## config.mk

```make
export PLATFORM = sky130hd
export DESIGN_NAME = ultrasonic_echo_ranger_top
export DESIGN_NICKNAME = d
export VERILOG_FILES = /design/src/hdl/uer_pkg.sv /design/src/hdl/uer_core.sv /design/src/hdl/ultrasonic_echo_ranger_top.sv
export SDC_FILE = /design/constraint.sdc
export NUM_CORES = 1
export LEC_CHECK = 0
export CAP_MARGIN = 10
export CELL_PAD_IN_SITES_DETAIL_PLACEMENT = 1
export CELL_PAD_IN_SITES_GLOBAL_PLACEMENT = 2
export CORE_MARGIN = 5
export CORE_UTILIZATION = 40
export CTS_CLUSTER_SIZE = 30
export DETAILED_ROUTE_END_ITERATION = 10
export DONT_BUFFER_PORTS = 1
export PLACE_DENSITY = 0.77
export SETUP_SLACK_MARGIN = 0.15
export SLEW_MARGIN = 20
export SYNTH_ARGS = -nofsm -noshare
export SYNTH_HDL_FRONTEND = slang
export SYNTH_SLANG_ARGS = --single-unit
```

## constraint.sdc

```tcl
create_clock -name i_clk -period 4.38 [get_ports i_clk]
set_clock_uncertainty 0.15 [all_clocks]
set_input_delay 0 -clock i_clk [delete_from_list [all_inputs] [get_ports i_clk]]
set_output_delay 0 -clock i_clk [all_outputs]
set_load 0.05 [all_outputs]
```

## src/hdl/uer_pkg.sv

```systemverilog
// Shared types and constants for the ultrasonic echo ranger.
package uer_pkg;

    // Counter width default and field widths
    localparam int CountBitsDef = 12;
    localparam int TrigW        = 8;
    localparam int PrescaleW    = 8;
    localparam int TimeoutW     = 12;
    localparam int DistW        = 13;
    localparam int CfgIndexW    = 2;
    localparam int CfgDataW     = 12;
    localparam int InDataW      = 8;
    localparam int OutDataW     = 24;

    // Register reset values
    localparam int TrigTicksRst    = 15;
    localparam int TicksPerUnitRst = 10;
    localparam int TimeoutRst      = 3800;

    // Distance scale: count * 346 / 2 / 100, kept as quotient plus remainder
    localparam int SoundMps     = 346;
    localparam int DistDiv      = 100;
    localparam int DistPerCount = SoundMps / 2;
    localparam int DistWhole    = DistPerCount / DistDiv;
    localparam int DistFrac     = DistPerCount % DistDiv;
    localparam int RemW         = $clog2(DistDiv);

    typedef enum logic [1:0] {
        PH_IDLE = 2'd0,
        PH_TRIG = 2'd1,
        PH_WAIT = 2'd2,
        PH_MEAS = 2'd3
    } t_phase;

    typedef enum logic [CfgIndexW-1:0] {
        REG_TRIGGER_TICKS  = 2'd0,
        REG_TICKS_PER_UNIT = 2'd1,
        REG_TIMEOUT_UNITS  = 2'd2
    } t_reg_index;

    typedef struct packed {
        logic [TrigW-1:0]     trigger_ticks;
        logic [PrescaleW-1:0] ticks_per_unit;
        logic [TimeoutW-1:0]  timeout_units;
    } t_cfg;

    typedef struct packed {
        logic [DistW-1:0] range_mm;
        logic             timed_out;
        logic             done_res;
        logic             busy_res;
        logic             trigger_level;
    } t_result;

endpackage

```

## src/hdl/uer_core.sv

```systemverilog
// Measurement sequencer: trigger pulse, echo timing and distance scaling.
module uer_core #(
    parameter int COUNT_BITS = uer_pkg::CountBitsDef
) (
    input  logic            i_clk,
    input  logic            i_rst_n,
    input  logic            i_en,
    input  logic            i_start,
    input  logic            i_echo,
    input  uer_pkg::t_cfg   i_cfg,
    output uer_pkg::t_result o_res
);

    localparam int CmpW = (COUNT_BITS > uer_pkg::TimeoutW) ? COUNT_BITS : uer_pkg::TimeoutW;
    localparam int DW   = uer_pkg::DistW;
    localparam int RW   = uer_pkg::RemW;

    uer_pkg::t_phase r_phase, n_phase;
    logic [uer_pkg::PrescaleW-1:0] r_prescale, n_prescale;
    logic [uer_pkg::TrigW-1:0]     r_trig_cnt, n_trig_cnt;
    logic [COUNT_BITS-1:0]         r_echo_cnt, n_echo_cnt;
    logic [DW-1:0]                 r_dist_q, n_dist_q;
    logic [RW-1:0]                 r_dist_r, n_dist_r;
    logic [DW-1:0]                 r_last_dist, n_last_dist;

    logic [uer_pkg::TrigW-1:0]     trig_inc;
    logic [uer_pkg::PrescaleW-1:0] base_ps, ps_inc;
    logic [COUNT_BITS-1:0]         base_ec;
    logic [DW-1:0]                 base_q;
    logic [RW-1:0]                 base_r;
    logic [RW:0]                   rem_sum;
    logic                          rem_carry;
    logic                          unit_done;
    logic                          ec_step;
    logic                          trig, done, tmo;

    assign trig_inc = r_trig_cnt + uer_pkg::TrigW'(1);

    // On the rising edge the unit counters restart from zero
    assign base_ps = (r_phase == uer_pkg::PH_WAIT) ? '0 : r_prescale;
    assign base_ec = (r_phase == uer_pkg::PH_WAIT) ? '0 : r_echo_cnt;
    assign base_q  = (r_phase == uer_pkg::PH_WAIT) ? '0 : r_dist_q;
    assign base_r  = (r_phase == uer_pkg::PH_WAIT) ? '0 : r_dist_r;

    assign ps_inc    = base_ps + uer_pkg::PrescaleW'(1);
    assign unit_done = (ps_inc >= i_cfg.ticks_per_unit);
    assign ec_step   = unit_done && (base_ec != {COUNT_BITS{1'b1}});

    // Running distance: each count adds 1.73 mm as whole part and hundredths
    assign rem_sum   = {1'b0, base_r} + (RW+1)'(uer_pkg::DistFrac);
    assign rem_carry = (rem_sum >= (RW+1)'(uer_pkg::DistDiv));

    // Next phase
    always_comb begin
        n_phase = r_phase;
        unique case (r_phase)
            uer_pkg::PH_IDLE: begin
                if (i_start) begin
                    n_phase = (8'd1 >= i_cfg.trigger_ticks) ? uer_pkg::PH_WAIT
                                                            : uer_pkg::PH_TRIG;
                end
            end
            uer_pkg::PH_TRIG: begin
                if (trig_inc >= i_cfg.trigger_ticks) n_phase = uer_pkg::PH_WAIT;
            end
            uer_pkg::PH_WAIT: begin
                if (i_echo) n_phase = uer_pkg::PH_MEAS;
            end
            uer_pkg::PH_MEAS: begin
                if (!i_echo) n_phase = uer_pkg::PH_IDLE;
            end
        endcase
    end

    // Counters and result flags
    always_comb begin
        n_prescale  = r_prescale;
        n_trig_cnt  = r_trig_cnt;
        n_echo_cnt  = r_echo_cnt;
        n_dist_q    = r_dist_q;
        n_dist_r    = r_dist_r;
        n_last_dist = r_last_dist;
        trig        = 1'b0;
        done        = 1'b0;
        tmo         = 1'b0;
        unique case (r_phase)
            uer_pkg::PH_IDLE: begin
                if (i_start) begin
                    trig       = 1'b1;
                    n_trig_cnt = 8'd1;
                end
            end
            uer_pkg::PH_TRIG: begin
                trig       = 1'b1;
                n_trig_cnt = trig_inc;
            end
            uer_pkg::PH_WAIT, uer_pkg::PH_MEAS: begin
                if (i_echo) begin
                    n_prescale = unit_done ? '0 : ps_inc;
                    n_echo_cnt = ec_step ? base_ec + COUNT_BITS'(1) : base_ec;
                    if (ec_step) begin
                        n_dist_q = base_q + DW'(uer_pkg::DistWhole) + DW'(rem_carry);
                        n_dist_r = rem_carry ? RW'(rem_sum - (RW+1)'(uer_pkg::DistDiv))
                                             : rem_sum[RW-1:0];
                    end else begin
                        n_dist_q = base_q;
                        n_dist_r = base_r;
                    end
                end else if (r_phase == uer_pkg::PH_MEAS) begin
                    done = 1'b1;
                    if (CmpW'(r_echo_cnt) >= CmpW'(i_cfg.timeout_units)) begin
                        tmo         = 1'b1;
                        n_last_dist = '0;
                    end else begin
                        n_last_dist = r_dist_q;
                    end
                end
            end
        endcase
    end

    always_ff @(posedge i_clk) begin
        if (!i_rst_n) begin
            r_phase     <= uer_pkg::PH_IDLE;
            r_prescale  <= '0;
            r_trig_cnt  <= '0;
            r_echo_cnt  <= '0;
            r_dist_q    <= '0;
            r_dist_r    <= '0;
            r_last_dist <= '0;
        end else if (i_en) begin
            r_phase     <= n_phase;
            r_prescale  <= n_prescale;
            r_trig_cnt  <= n_trig_cnt;
            r_echo_cnt  <= n_echo_cnt;
            r_dist_q    <= n_dist_q;
            r_dist_r    <= n_dist_r;
            r_last_dist <= n_last_dist;
        end
    end

    assign o_res.trigger_level = trig;
    assign o_res.busy_res      = (n_phase != uer_pkg::PH_IDLE);
    assign o_res.done_res      = done;
    assign o_res.timed_out     = tmo;
    assign o_res.range_mm      = n_last_dist;

endmodule

```

## src/hdl/ultrasonic_echo_ranger_top.sv

```systemverilog
// Top level of the ultrasonic echo ranger: stream ports, registers, output skid.
//
// Usage notes
// - Each input request is one microsecond tick: tdata[0] start_req,
//   tdata[1] echo_level. Every request yields exactly one result request.
// - Result tdata carries, lowest bit up: trigger_level, busy_res, done_res,
//   timed_out, range_mm[12:0], zero padding to 24 bits.
// - The result of an accepted request is registered in the output skid and
//   shown from there on o_m_tvalid/o_m_tdata.
// - One request per cycle while o_s_tready is high; the state update is one
//   pass of logic between the sequencer registers and the result register.
// - The output side is a two-entry skid (main register plus spare), so a
//   request is still taken while one result waits; o_s_tready drops only
//   when both entries are full, i.e. after the receiver stalls while a
//   result waits and a new request arrives.
// - Configuration writes (index 0 trigger_ticks, 1 ticks_per_unit,
//   2 timeout_units) are always accepted; index 3 is ignored.
// - Synchronous active-low reset returns the sequencer to idle, clears the
//   counters and held distance, empties the output and restores register
//   defaults (15, 10, 3800).
module ultrasonic_echo_ranger_top #(
    parameter int COUNT_BITS = uer_pkg::CountBitsDef
) (
    input  logic                            i_clk,
    input  logic                            i_rst_n,
    // input stream
    input  logic                            i_s_tvalid,
    output logic                            o_s_tready,
    input  logic [uer_pkg::InDataW-1:0]     i_s_tdata,   // start_req, echo_level
    // result stream
    output logic                            o_m_tvalid,
    input  logic                            i_m_tready,
    output logic [uer_pkg::OutDataW-1:0]    o_m_tdata,   // trigger, busy, done, tmo, dist
    // register writes
    input  logic                            i_cfg_valid,
    output logic                            o_cfg_ready,
    input  logic [uer_pkg::CfgIndexW-1:0]   i_cfg_index,
    input  logic [uer_pkg::CfgDataW-1:0]    i_cfg_data
);

    localparam int ResW = $bits(uer_pkg::t_result);

    uer_pkg::t_cfg    r_cfg;
    uer_pkg::t_result res;
    uer_pkg::t_result r_out, r_skid;
    logic             r_out_valid, r_skid_valid;
    logic             push, pop;

    assign o_cfg_ready = 1'b1;

    // Register file
    always_ff @(posedge i_clk) begin
        if (!i_rst_n) begin
            r_cfg.trigger_ticks  <= uer_pkg::TrigW'(uer_pkg::TrigTicksRst);
            r_cfg.ticks_per_unit <= uer_pkg::PrescaleW'(uer_pkg::TicksPerUnitRst);
            r_cfg.timeout_units  <= uer_pkg::TimeoutW'(uer_pkg::TimeoutRst);
        end else if (i_cfg_valid) begin
            unique case (i_cfg_index)
                uer_pkg::REG_TRIGGER_TICKS:
                    r_cfg.trigger_ticks <= i_cfg_data[uer_pkg::TrigW-1:0];
                uer_pkg::REG_TICKS_PER_UNIT:
                    r_cfg.ticks_per_unit <= i_cfg_data[uer_pkg::PrescaleW-1:0];
                uer_pkg::REG_TIMEOUT_UNITS:
                    r_cfg.timeout_units <= i_cfg_data[uer_pkg::TimeoutW-1:0];
                default: ;
            endcase
        end
    end

    // Request taken whenever the spare entry is free
    assign o_s_tready = !r_skid_valid;
    assign push       = i_s_tvalid && o_s_tready;
    assign pop        = r_out_valid && i_m_tready;

    uer_core #(
        .COUNT_BITS (COUNT_BITS)
    ) u_core (
        .i_clk   (i_clk),
        .i_rst_n (i_rst_n),
        .i_en    (push),
        .i_start (i_s_tdata[0]),
        .i_echo  (i_s_tdata[1]),
        .i_cfg   (r_cfg),
        .o_res   (res)
    );

    // Output skid: control
    always_ff @(posedge i_clk) begin
        if (!i_rst_n) begin
            r_out_valid  <= 1'b0;
            r_skid_valid <= 1'b0;
        end else if (pop) begin
            if (r_skid_valid) begin
                r_skid_valid <= 1'b0;
            end else begin
                r_out_valid <= push;
            end
        end else if (push) begin
            if (r_out_valid) r_skid_valid <= 1'b1;
            else             r_out_valid  <= 1'b1;
        end
    end

    // Output skid: payload
    always_ff @(posedge i_clk) begin
        if (pop) begin
            if (r_skid_valid) r_out <= r_skid;
            else if (push)    r_out <= res;
        end else if (push) begin
            if (r_out_valid) r_skid <= res;
            else             r_out  <= res;
        end
    end

    assign o_m_tvalid = r_out_valid;
    assign o_m_tdata  = {{(uer_pkg::OutDataW - ResW){1'b0}}, r_out};

endmodule

```

After elaboration in Yosys (flattened, before gate mapping) --
Cells that the tools add are included.
Word-level totals: register bits 127, output and inout port bits 27
Cells by class: $add $sub $neg 7, order comparisons 5, equal/unequal tests 9, mux-type cells 38, bitwise logic cells 2, reductions and logical operators 21
Operators with widths (number):
- $mux W17 | 5
- $mux W13 | 6
- $mux W12 | 2
- $mux W8 | 3
- $mux W7 | 3
- $add A8 B1 Y8 const B | 2
- $ge A8 B8 Y1 | 2
- $pmux W8 S2 | 1
- $add A13 B1 Y13 | 1
- $add A13 B1 Y13 const B | 1
- $add A12 B1 Y12 const B | 1
- $ge A12 B12 Y1 | 1
- $ne A12 B12 Y1 const B | 1
- $reduce_and A3 Y1 | 4
- $mux W1 | 11
- $mux W2 | 5
- $reduce_and A2 Y1 | 5
- $add A7 B7 Y8 const B | 1
- $ge A1 B8 Y1 const A | 1
- $ge A8 B7 Y1 const B | 1
- $pmux W2 S4 | 1
- $reduce_bool A2 Y1 | 4
- $sub A7 B7 Y7 const B | 1
- $eq A2 B2 Y1 const B | 3
- 9 further kinds | 16

Logic depth before layout (Yosys ltp) --
word-level depth 8, depth in mapped cells 20, depth with buffers taken out 17

Hierarchy --
Synthesis repeated with hierarchy kept, for this count alone.
Unflattened totals: cells, all modules 754, area total of the unflattened synthesis 6769.0 um^2
By module, submodules not included:
- uer_core | times used 1, cells an instance 564, area each 4369.2 um^2
- ultrasonic_echo_ranger_top | times used 1, cells an instance 190, area each 2399.8 um^2

Worst setup path after synthesis --
Ideal clock, no wire load.
path type register to register, start point register u_core.r_phase[1], end point register u_core.r_dist_q[12], setup time 0.115 ns, arrival 3.369 ns, setup slack 0.746 ns, cell stages (with the launch flop) 20, buffers on the path 3, cells stage by stage dfxtp_1 nor2b_1 clkbuf_1 clkbuf_1 nor2_1 inv_1 ha_1 inv_1 o21ai_0 a31oi_1 a31oi_1 ha_1 inv_1 ha_1 and4_1 clkbuf_1 and4_1 nand3_1 xor2_1 and2_1
On the way: cells in the longest elaborated chain, start to end 6
Ends and longest elaborated chain:
- start, declared | line uer_core.sv:18 | uer_pkg::t_phase r_phase, n_phase;
- start signal, assigned | line uer_core.sv:124 | r_phase <= uer_pkg::PH_IDLE;
- start signal, assigned | line uer_core.sv:132 | r_phase <= n_phase;
- $eq A2 B2 Y1
- $mux W7 / $mux W8 (equally long branches) | line uer_core.sv:43, uer_core.sv:40
- $add A7 B7 Y8 / $add A8 B1 Y8 (equally long branches) | line uer_core.sv:50, uer_core.sv:45
- $ge A8 B7 Y1 / $ge A8 B8 Y1 (equally long branches) | line uer_core.sv:51, uer_core.sv:46
- $add A13 B1 Y13 / $logic_and A1 B1 Y1 (equally long branches) | line uer_core.sv:102, uer_core.sv:47
- $mux W13 | line uer_core.sv:101 | if (ec_step) begin
- end signal, assigned | line uer_core.sv:136 | r_dist_q <= n_dist_q;
- end, declared | line uer_core.sv:22 | logic [DW-1:0] r_dist_q, n_dist_q;
Parallel ways exist; a longest one is shown, timed or not. A chain may end at the register's enable or synchronous reset.

Worst setup path in the final report --
start point register u_core.r_phase[1], end point register u_core.r_echo_cnt[3]
On the way: cells in the longest elaborated chain, start to end 6
Ends and longest elaborated chain:
- $eq A2 B2 Y1 | line uer_core.sv:40, uer_core.sv:41, uer_core.sv:86
- $mux W8 | line uer_core.sv:40 | assign base_ps = (r_phase == uer_pkg::PH_WAIT) ? '0 : r_prescale;
- $add A8 B1 Y8 | line uer_core.sv:45 | assign ps_inc = base_ps + uer_pkg::PrescaleW'(1);
- $ge A8 B8 Y1 | line uer_core.sv:46 | assign unit_done = (ps_inc >= i_cfg.ticks_per_unit);
- $logic_and A1 B1 Y1 | line uer_core.sv:47 | assign ec_step = unit_done && (base_ec != {COUNT_BITS{1'b1}});
- $mux W12 | line uer_core.sv:100 | n_echo_cnt = ec_step ? base_ec + COUNT_BITS'(1) : base_ec;
- end signal, assigned | line uer_core.sv:135 | r_echo_cnt <= n_echo_cnt;
- end, declared | line uer_core.sv:21 | logic [COUNT_BITS-1:0] r_echo_cnt, n_echo_cnt;
Parallel ways exist; a longest one is shown, timed or not.

==> summary.txt <==
status - finished, final reports clean
vias in the first global route - 5527
Final Slew Violations - 0
Slew HR - 0.338
placed cells - 924
first-pass GRT wire length - 28.0 mm
share of cells above drive strength 1 - 0.0887
vias per cell - 5.38
RSZ-0062 raised after global routing - false
Avg Cell Area, Syn - 9.14 um^2
DIE AREA - 19400 um^2
worst setup margin - 0.546 ns
Gates resized, CTS repair - 0
worst-path maximum fanout - 13
post-synthesis cell count - 732
CP Class - reg -> reg
postcts setup bufs - 0
Clock Tree Root - clkbuf_16
TritonCTS buffer count - 17
Worst VDD drop - 0.266 mV
Tmin final - 3.83 ns
n_diodes - 0
EDFF count, synth - 34
register area - 2880 um^2
CTS tree - built
GP Congestion - 0.817
number of remaining DRC errors - 0
Final Non-Filler Cells - 987
Async S/R FF share, synth - 0
layout net count - 817
#FFs+latches synth - 127
synthesis-to-finish area growth - 15.9%
GRT Total Usage - 0.177
register area share after synthesis - 0.431
die width - 139 um
worst slew pin tran - 0.989 ns
area of the multi-input gates - 3460 um^2
total grt overflow - 0
Hold-fix buffers, CTS - 31
WL per Instance - 17.1 um
antenna violations before repair - 0
Worst EP required - 4.53 ns
Lkg Pwr - 0.00303 uW
input/output buffers - 0
htree depth - 4
Clock Latency Late Sink - 0.42 ns
Die Y-Extent - 139 um
CTS Sinks - 127
Ys Warns - 0
dpl ws - 0.545 ns
I/O pin cnt - 54
final setup vio count - 0
CP arrival - 3.99 ns
Fmax - 261 MHz
worst hold path type - in -> reg
CP startpoint kind - flop
fill count - 1901
pwr dens - 362 nW/um^2
setup_tns - 0 ns
largest net degree at the start of global routing - 102
post-layout util - 0.469
CTS Buffer Depth - 2
ANT nets after route - 0
dominant synthesized flop cell - dfxtp_1
Cell Rows - 47
Hold Violations, Final - 0
Initial Util - 0.405
drt total wl - 16.9 mm
DRT iter0 DRCs - 274
Max-Cap Viols - 0
Pre-Repair DR Iteration Count - 4
Distinct cells, synth - 55
Final Cycle Share - 0.875
Post-Syn Area - 6690 um^2
DR vias - 5312
core box area - 16500 um^2
CP endpoint kind - flop
Detail Placement HPWL - 11.5 mm
Worst-path clk slew - 0.06 ns
-- power by group --
group,internal [uW],switching [uW],leakage (uW)
clock,797,580,0.000278
combinational,54.8,86.6,0.00169
sequential,1230,53.8,0.00106
-- final timing paths --
check	start	end	slack, ns	cells after the start
setup reg to reg	u_core.r_phase[1]	u_core.r_echo_cnt[3]	0.55	13
setup / recovery	u_core.r_phase[1]	u_core.r_echo_cnt[3]	0.55	13
hold reg to reg	u_core.r_last_dist[9]	u_core.r_last_dist[9]	0.31	2
hold / removal	i_cfg_valid	r_cfg[1]	0.06	3
-- stage by stage --
stage | area [um^2] | total power, uW | hold slack, ns
floorplan | 6710 | 1410 | -0.0214
global placement | 6850 | 1410 | -0.0654
detailed placement | 6850 | 1410 | -0.0681
CTS | 7760 | 2830 | 0.0421
global route | 7760 | 2900 | 0.117
finish | 7760 | 2810 | 0.0611
-- kinds of logic (layout without fill, tap and decap cells) --
kind of cell	Yosys count	in the layout	synth area share
simple gates	287	287	0.216
mux	27	27	0.0432
fa+ha+maj	36	36	0.0673
compound gates	142	142	0.151
other cells	2	8	0.00112
flops	127	127	0.431
xor+xnor	27	27	0.0353
buf+inv	84	113	0.0555
-- critical path: stages, from the launching register on --
cell and delay, ns:
dfxtp_1 0.60, nand2b_4 0.13, and2_1 0.23, ha_1 0.23, nand3_1 0.11, xor2_1 0.14
nor2_1 0.07, ha_1 0.31, o2111ai_1 0.12, o21ai_1 0.64, nand2_2 0.31, buf_4 0.28
o311ai_1 0.28, a21boi_1 0.09
-- cell usage after synthesis (4+ instances only) --
cell	number	area, um^2
nand2_1	107	402
dfxtp_1	93	1860
nand3_1	46	230
inv_1	37	139
ha_1	36	450
edfxtp_1	34	1020
clkbuf_1	27	101
nor2_1	27	101
and2_1	23	144
a21oi_1	22	110
a21boi_1	20	150
nor2b_1	20	125
xor2_1	17	149
a21boi_0	15	113
mux2_2	15	169
nand4_1	15	93.8
a22o_1	14	123
o211ai_1	14	105
o21ai_0	14	70.1
mux2i_1	12	120
and3_1	11	68.8
buf_4	11	82.6
xnor2_1	10	87.6
a21o_1	7	52.6
a22oi_1	6	45.0
buf_2	6	30.0
nand3b_1	6	45.0
o21ai_1	6	30.0
nor3_1	5	25.0
o21a_1	5	37.5
a211oi_1	4	30.0
nor3b_1	4	30.0
-- cells in the final DEF, fill, tap and decap left out, types with 5 or more instances in the layout --
cell	instances
a21oi_1	22
o211ai_1	14
nor2b_1	20
and2_1	23
clkbuf_16	17
nand4_1	15
conb_1	8
o21a_1	5
nand3_1	46
a22oi_1	6
xor2_1	17
nor3_1	5
nand2_1	107
nand3b_1	6
and3_1	11
buf_4	13
a22o_1	14
edfxtp_1	34
nor2_1	27
dfxtp_1	93
a21o_1	7
inv_1	37
mux2_2	15
ha_1	36
a21boi_1	20
inv_6	7
dlygate4sd3_1	30
o21ai_0	14
xnor2_1	10
o21ai_1	6
a21boi_0	15
mux2i_1	12
-- area by class of cell --
type                    instances  area share
clock buffers                  17      0.0548
clock inverters                15      0.0192
inverters                      37      0.0179
multi-input cells             527       0.446
flip-flops and latches        127       0.372
well taps                     220      0.0355
repair buffers                 44      0.0548
-- layer usage --
layer	routed length (um)	GRT usage	vias up
met5	0	0	-
met4	249	0.0582	0
met3	500	0.0415	26
met2	8430	0.306	69
met1	7680	0.218	2602
li1	-	-	2615
-- registers in the layout, indices dropped and copies added, names as in the netlist --
name	cells
o_m_tvalid	1
u_core.r_prescale	8
u_core.r_last_dist	13
u_core.r_trig_cnt	8
r_skid_valid	1
r_skid	17
u_core.r_echo_cnt	12
u_core.r_dist_r	7
r_cfg	28
o_m_tdata	17
u_core.r_phase	2
u_core.r_dist_q	13
No activity file was read; power rests on OpenSTA's default activity.
